$ cat config.mk
export PLATFORM = sky130hd
export DESIGN_NAME = ewt_ram
export DESIGN_NICKNAME = d
export VERILOG_FILES = /design/src/rtl/ewt_ram.sv
export SDC_FILE = /design/constraint.sdc
export NUM_CORES = 1
export LEC_CHECK = 0
export BUFFER_PORTS_ARGS = -buffer_cell sky130_fd_sc_hd__buf_2
export CORE_ASPECT_RATIO = 1.1
export CORE_MARGIN = 3
export CORE_UTILIZATION = 50
export DETAILED_ROUTE_END_ITERATION = 8
export PLACE_DENSITY = 0.67
export SKIP_CTS_REPAIR_TIMING = 1
export SLEW_MARGIN = 40
export SYNTH_ARGS = -nofsm -noshare
export SYNTH_HDL_FRONTEND = slang
export SYNTH_SLANG_ARGS = --single-unit
$ cat constraint.sdc
create_clock -name clk_i -period 2.7 [get_ports clk_i]
set_input_delay 0.675 -clock clk_i [delete_from_list [all_inputs] [get_ports clk_i]]
set_output_delay 0.675 -clock clk_i [all_outputs]
set_load 0.02 [all_outputs]
$ cat src/rtl/ewt_ram.sv
// generic simple dual port ram with registered read
`default_nettype none
module ewt_ram #(
  parameter int WIDTH = 8,
  parameter int DEPTH = 16
) (
  input  wire logic                                  clk_i,
  input  wire logic                                  we_i,
  input  wire logic [(DEPTH > 1 ? $clog2(DEPTH) : 1)-1:0] waddr_i,
  input  wire logic [WIDTH-1:0]                      wdata_i,
  input  wire logic                                  re_i,
  input  wire logic [(DEPTH > 1 ? $clog2(DEPTH) : 1)-1:0] raddr_i,
  output logic      [WIDTH-1:0]                      rdata_o
);

  logic [WIDTH-1:0] mem_q [DEPTH];

  always_ff @(posedge clk_i) begin
    if (we_i) begin
      mem_q[waddr_i] <= wdata_i;
    end
    if (re_i) begin
      rdata_o <= mem_q[raddr_i];
    end
  end

endmodule
`default_nettype wire

==> flow_metrics.py, run 1 <==
metrics = {
    "cells_and_area": {
        "diodes": 0,
        "register_area_mm2": 0.00408,
        "syn2layout_area_growth_pct": 18.7,
        "final_layout_size_suffix_gt1_share_pct": 31.5,
        "multi_input_comb_area_mm2": 0.00106,
        "nFillCells": 679,
        "final_net_count": 304,
    },
    "global_route": {
        "grt_pass1_vias": 2570,
        "grt_max_degree": 33,
        "overflow": 0,
        "gr-usage-all-layers_pct": 20.0,
        "grt_pass1_wl_mm": 16.0,
        "antenna_found_initial": 0,
    },
    "cts": {
        "cts_tree": "built",
        "clock_sinks": 136,
        "cts-root-buf": "clkbuf_8",
        "clkSlewWorstSetupHoldPaths_ns": 0.06,
        "clkLatencyLatePin_ns": 0.52,
        "htreeDepth": 4,
        "cts_buffers": 17,
        "clock_path_buffers": 2,
    },
    "route": {
        "ant_nets": 0,
        "num_vias": 2495,
        "wl_mm": 10.3,
        "wl_per_cell_um": 23.5,
        "firstDrtPassIters": 4,
        "vias_per_cell": 5.70,
        "drt_iter0_drc": 257,
        "drc_errors": 0,
    },
    "worst_setup_path": {
        "crit_chain": "buf_2 -> buf_12 -> mux4_1 -> a22oi_1 -> nand2_1",
        "worstPathArrival_ns": 2.07,
        "crit_family": "multiplexers",
        "cp.buffers_inverters": 2,
        "worstSetupPathDepth": 5,
        "crit_end": "rdata_o[1]",
        "cp_slowest_cell": "mux4_1",
        "reg2regPathDepth": 3,
        "cp-start-kind": "input pin",
        "crit_fanout": 22,
        "rr_endpoint": "rdata_o[6]",
        "reg2reg_from": "mem_q[3][6]",
        "reg2reg_slack_ns": 1.25,
        "endpoint_kind": "flop",
        "required_ns": 2.97,
        "critPathLaunch": "raddr_i[0]",
        "crit_type": "input pin to flop",
        "max_stage_delay_ns": 0.62,
    },
    "min_path": {
        "hp-class": "input pin to flop",
    },
    "sta": {
        "setup-violations-final": 0,
        "fmax_mhz": 555,
        "clock-skew-final_ns": 0.00956,
        "worstMarginPinSlew_ns": 0.464,
        "slew_headroom_pct": 69.1,
        "grt_setup_unrepaired": "no",
        "drv_slew": 0,
        "finalHoldViolations": 0,
        "period_needed_ns": 1.80,
        "setup_tns_ns": 0,
        "period_share_pct": 66.7,
    },
    "logic_synthesis": {
        "synthAdderAreaFrac_pct": 0,
        "seq_area_frac_synth_pct": 78.1,
        "synth_compound_area_share_pct": 2.30,
        "synthMuxAreaShare_pct": 14.8,
        "synth_top_family_by_area": "multiplexers",
        "synth_common_cells": "136 x edfxtp_1, 18 x mux4_2, 16 x a22oi_1",
        "syn_area_per_cell_um2": 22.8,
        "synth_top_cell_by_area": "edfxtp_1",
        "synth_xor_area_share_pct": 0,
        "ys.flop_type": "edfxtp_1",
        "synth-edff-count": 136,
        "yosys.area_share.simple_pct": 3.14,
        "ys_seq_elements": 136,
        "synth.most_common_cell": "edfxtp_1",
        "ys_warn_count": 0,
        "syn_area_mm2": 0.00523,
        "synth_top_area_share_pct": 78.1,
        "ys_async_sr_fraction_pct": 0,
        "synth.net_count": 248,
        "netlist_instances": 229,
        "yosys-top-cells-area": "edfxtp_1 78%, mux4_2 7.8%, mux4_1 7.0%",
        "yosysUniqueCellTypes": 18,
    },
    "floorplanning": {
        "initial_utilization_pct": 52.1,
        "fp-row-count": 38,
        "die_x_um": 103,
        "core_area_mm2": 0.0100,
        "fp.dieH_um": 113,
        "ioPinCount": 27,
        "fp.dieArea_mm2": 0.0117,
    },
    "placed_design": {
        "hpwl_mm": 6.23,
        "numPortBuffers": 26,
        "gp_congestion": 0.717,
    },
    "power": {
        "max-vdd-ir-drop_v": 0.000367,
        "leakagePower_uw": 0.00211,
        "powerDensity_mw_per_mm2": 779,
        "finalPower_uw": 4830,
    },
    "run": {
        "max-cap-violations": 0,
    },
    "outcome": {
        "outcome": "finished clean",
    },
}
## area by class of cell
type / count / share of cell area, %
sequential: 136 / 65.8
multi-input combinational: 83 / 17.0
clock buffer: 19 / 6.79
timing repair buffer: 47 / 5.04
tap: 140 / 2.82
clock inverter: 13 / 2.50
## cell usage in the layout (no fill, tap or decap)
master      synthesis  routed
clkbuf_16           0      16
clkinv_1            0       2
nor2_1             13      13
nand3b_1            2       2
mux4_2             18      18
and2_1              1       1
a22oi_1            16      16
mux4_1             14      14
nand3_1             1       1
edfxtp_1          136     136
clkinv_2            0       3
buf_4               1      19
clkinvlp_4          0       1
nor2b_1             1       1
clkinv_4            0       4
buf_2               3      26
nand2b_1            2       2
nor3_1              4       4
and2b_1             1       1
bufinv_16           0       3
clkbuf_8            0       1
buf_12              0       2
clkbuf_1            0       2
nand2_1             9       9
or3b_2              1       1
## cells by family after synthesis
kind of cell           Yosys count
AOI/OAI and AO/OA               16
buffers and inverters           10
DFF                            136
muxes                           32
and+or+nand+nor                 35
## where the power goes
group	switching [uW]	internal (uW)	total, uW
logic	134	95.0	229
registers	11.5	2380	2390
clock network	817	1400	2210
## sequential cells by signal, summed over array words and instances (netlist names)
register / count
rdata_o: 8
mem_q: 128
## layer usage
layer  up-vias  track usage (%)  routed length [um]  part of all wire [%]
met3        11             5.98                 643                   6.3
met2        87             30.1                5320                    52
met4         0             6.74                 104                   1.0
met1      1300             28.3                4210                    41
met5         -                0                   0                     0
li1       1097                -                   -                     -
## worst reg2reg max path, stage by stage (launching register included)
cell      delay (ns)
edfxtp_1        0.37
mux4_2          0.48
a22oi_1         0.20
nand2_1         0.13
## stage by stage
step	cells	area (um2)	util (%)	hold WS [ns]	setup WS, ns
after CTS	438	6210	61.9	0.488	0.885
after global routing	438	6210	61.9	0.497	0.803
final	438	6210	61.9	0.510	0.899
after global placement	406	5630	56.1	0.730	0.342
after detailed placement	406	5630	56.1	0.739	0.333
after floorplan	229	5230	-	0.705	0.532
## worst min-delay path by stage
| stage | startpoint | endpoint | slack (ns) | cells after the start |
|---|---|---|---|---|
| 6_report | re_i | rdata_o[2] | 0.51 | 1 |
| 5_1_grt | re_i | rdata_o[5] | 0.50 | 1 |
| 4_1_cts | re_i | rdata_o[5] | 0.49 | 1 |
| 3_3_place_gp | mem_q[11][2] | rdata_o[2] | 0.73 | 3 |
| 3_5_place_dp | mem_q[8][3] | rdata_o[3] | 0.74 | 3 |
| 2_1_floorplan | mem_q[7][0] | rdata_o[0] | 0.70 | 3 |
(Power assumes the default switching activity.)
==> run 2: changes to the inputs <==
- PLACE_DENSITY: 0.67 -> 0.7
- clock period: 2.7 -> 1.6 ns (I/O delays scaled with it)
==> run 2 against run 1 <==
Register-to-register slack worse by 1.1 ns; global-route usage down 1.0 points; sequential share of layout area up 0.74 points; clock skew down 0.0064 ns; via count down 1.1%; clock-buffer cell count unchanged; final area down 1.1%; hold slack worse by 0.25 ns; clock power up 43%; largest power group unchanged.
==> flow_metrics.py, run 2 (synthesis results as in run 1) <==
metrics = {
    "outcome": {
        "outcome": "finished clean",
    },
    "cts": {
        "clkSlewWorstSetupHoldPaths_ns": 0.05,
        "clock_sinks": 136,
        "clock_path_buffers": 2,
        "htreeDepth": 4,
        "cts-root-buf": "clkbuf_8",
        "cts_buffers": 17,
        "clkLatencyLatePin_ns": 0.51,
        "cts_tree": "built",
    },
    "cells_and_area": {
        "final_common_cell": "edfxtp_1",
        "syn2layout_area_growth_pct": 17.4,
        "regMostFlops": "mem_q",
        "final_layout_size_suffix_gt1_share_pct": 37.3,
        "register_area_mm2": 0.00408,
        "final_net_count": 313,
        "largest_reg_flops": 128,
        "largest_registers": "mem_q (128), rdata_o (8)",
        "nFillCells": 690,
        "diodes": 0,
        "multi_input_comb_area_mm2": 0.00101,
        "most-common-layout-cells": "136 x edfxtp_1, 31 x mux4_2, 28 x buf_4, 26 x buf_2",
    },
    "route": {
        "drc_errors": 0,
        "firstDrtPassIters": 4,
        "drt_iter0_drc": 252,
        "vias_per_cell": 5.53,
        "num_vias": 2467,
        "ant_nets": 0,
        "wl_per_cell_um": 21.7,
        "wl_mm": 9.66,
    },
    "worst_setup_path": {
        "cp.buffers_inverters": 1,
        "cp_slowest_cell": "edfxtp_1",
        "worstPathArrival_ns": 1.09,
        "max_stage_delay_ns": 0.40,
        "crit_chain": "buf_2",
        "crit_fanout": 1,
        "crit_type": "flop to primary output",
        "cp-start-kind": "flop",
        "required_ns": 1.20,
        "crit_family": "flip-flops",
        "endpoint_kind": "primary output",
    },
    "global_route": {
        "grt_max_degree": 20,
        "grt_pass1_wl_mm": 15.1,
        "gr-usage-all-layers_pct": 19.0,
        "grt_pass1_vias": 2552,
        "overflow": 0,
        "antenna_found_initial": 0,
    },
    "sta": {
        "drv_slew": 0,
        "period_needed_ns": 1.49,
        "period_share_pct": 93.4,
        "setup_tns_ns": 0,
        "finalHoldViolations": 0,
        "fin_ws_ns": 0.105,
        "setup-violations-final": 0,
        "fmax_mhz": 669,
        "worstMarginPinSlew_ns": 0.705,
        "grt_setup_unrepaired": "no",
        "clock-skew-final_ns": 0.00320,
        "slew_headroom_pct": 52.9,
    },
    "run": {
        "max-cap-violations": 0,
    },
    "floorplanning": {
        "fp.dieH_um": 113,
        "die_x_um": 103,
        "initial_utilization_pct": 52.1,
        "fp.dieArea_mm2": 0.0117,
        "ioPinCount": 27,
        "fp-row-count": 38,
        "core_area_mm2": 0.0100,
    },
    "placed_design": {
        "hpwl_mm": 6.25,
        "numPortBuffers": 26,
        "place_ws_ns": -0.347,
        "gp_congestion": 0.767,
    },
    "min_path": {
        "hp-class": "input pin to flop",
    },
    "power": {
        "max-vdd-ir-drop_v": 0.000638,
        "leakagePower_uw": 0.00205,
        "powerDensity_mw_per_mm2": 1240,
    },
}
run 2: changes by cell type in the layout (fill, tap and decap cells not counted), moves of 2 or more:
cell        before  now
bufinv_16        3    0
clkinv_1         2    4
buf_4           19   28
clkinv_2         3    5
clkinv_4         4    0
mux4_2          18   31
mux4_1          14    1
clkinvlp_4       1    3
run 2: through the flow:
step,utilization (%),power (uW),hold WS (ns),cells,instance area (um2)
floorplan,-,4350,0.499,229,5220
global placement,56.3,4510,0.740,415,5650
detailed placement,56.3,4520,0.748,415,5650
CTS,61.2,7650,0.237,446,6140
global route,61.2,7860,0.245,446,6140
finish,61.2,7590,0.262,446,6140
run 2: cell type report:
cell class | instances | area share, %
Clock inverter | 12 | 1.02
Tap cell | 140 | 2.85
Clock buffer | 19 | 6.87
Multi-Input combinational cell | 83 | 16.5
Timing Repair Buffer | 56 | 6.20
Sequential cell | 136 | 66.5
run 2: layer usage:
metal  wire, um  global-route usage (%)  up-vias
met4        250                    8.29        0
met5          0                       0        -
met1       4000                    26.1     1276
li1           -                       -     1096
met2       4820                    28.1       77
met3        592                    5.80       18
run 2: power by group:
group / switching (uW) / internal [uW] / leakage (uW)
clock network: 1300 / 1850 / 0.000233
logic: 230 / 177 / 0.000584
registers: 20.4 / 4020 / 0.00124
total: 1550 / 6040 / 0.00205
run 2: path summary, 6_finish.rpt:
path,slack (ns),start,endpoint,depth (start not counted)
max,0.11,rdata_o[6],rdata_o[6],1
min,0.26,wdata_i[4],mem_q[4][4],1
max reg2reg,0.11,mem_q[11][0],rdata_o[0],3
min reg2reg,0.76,mem_q[6][4],rdata_o[4],3
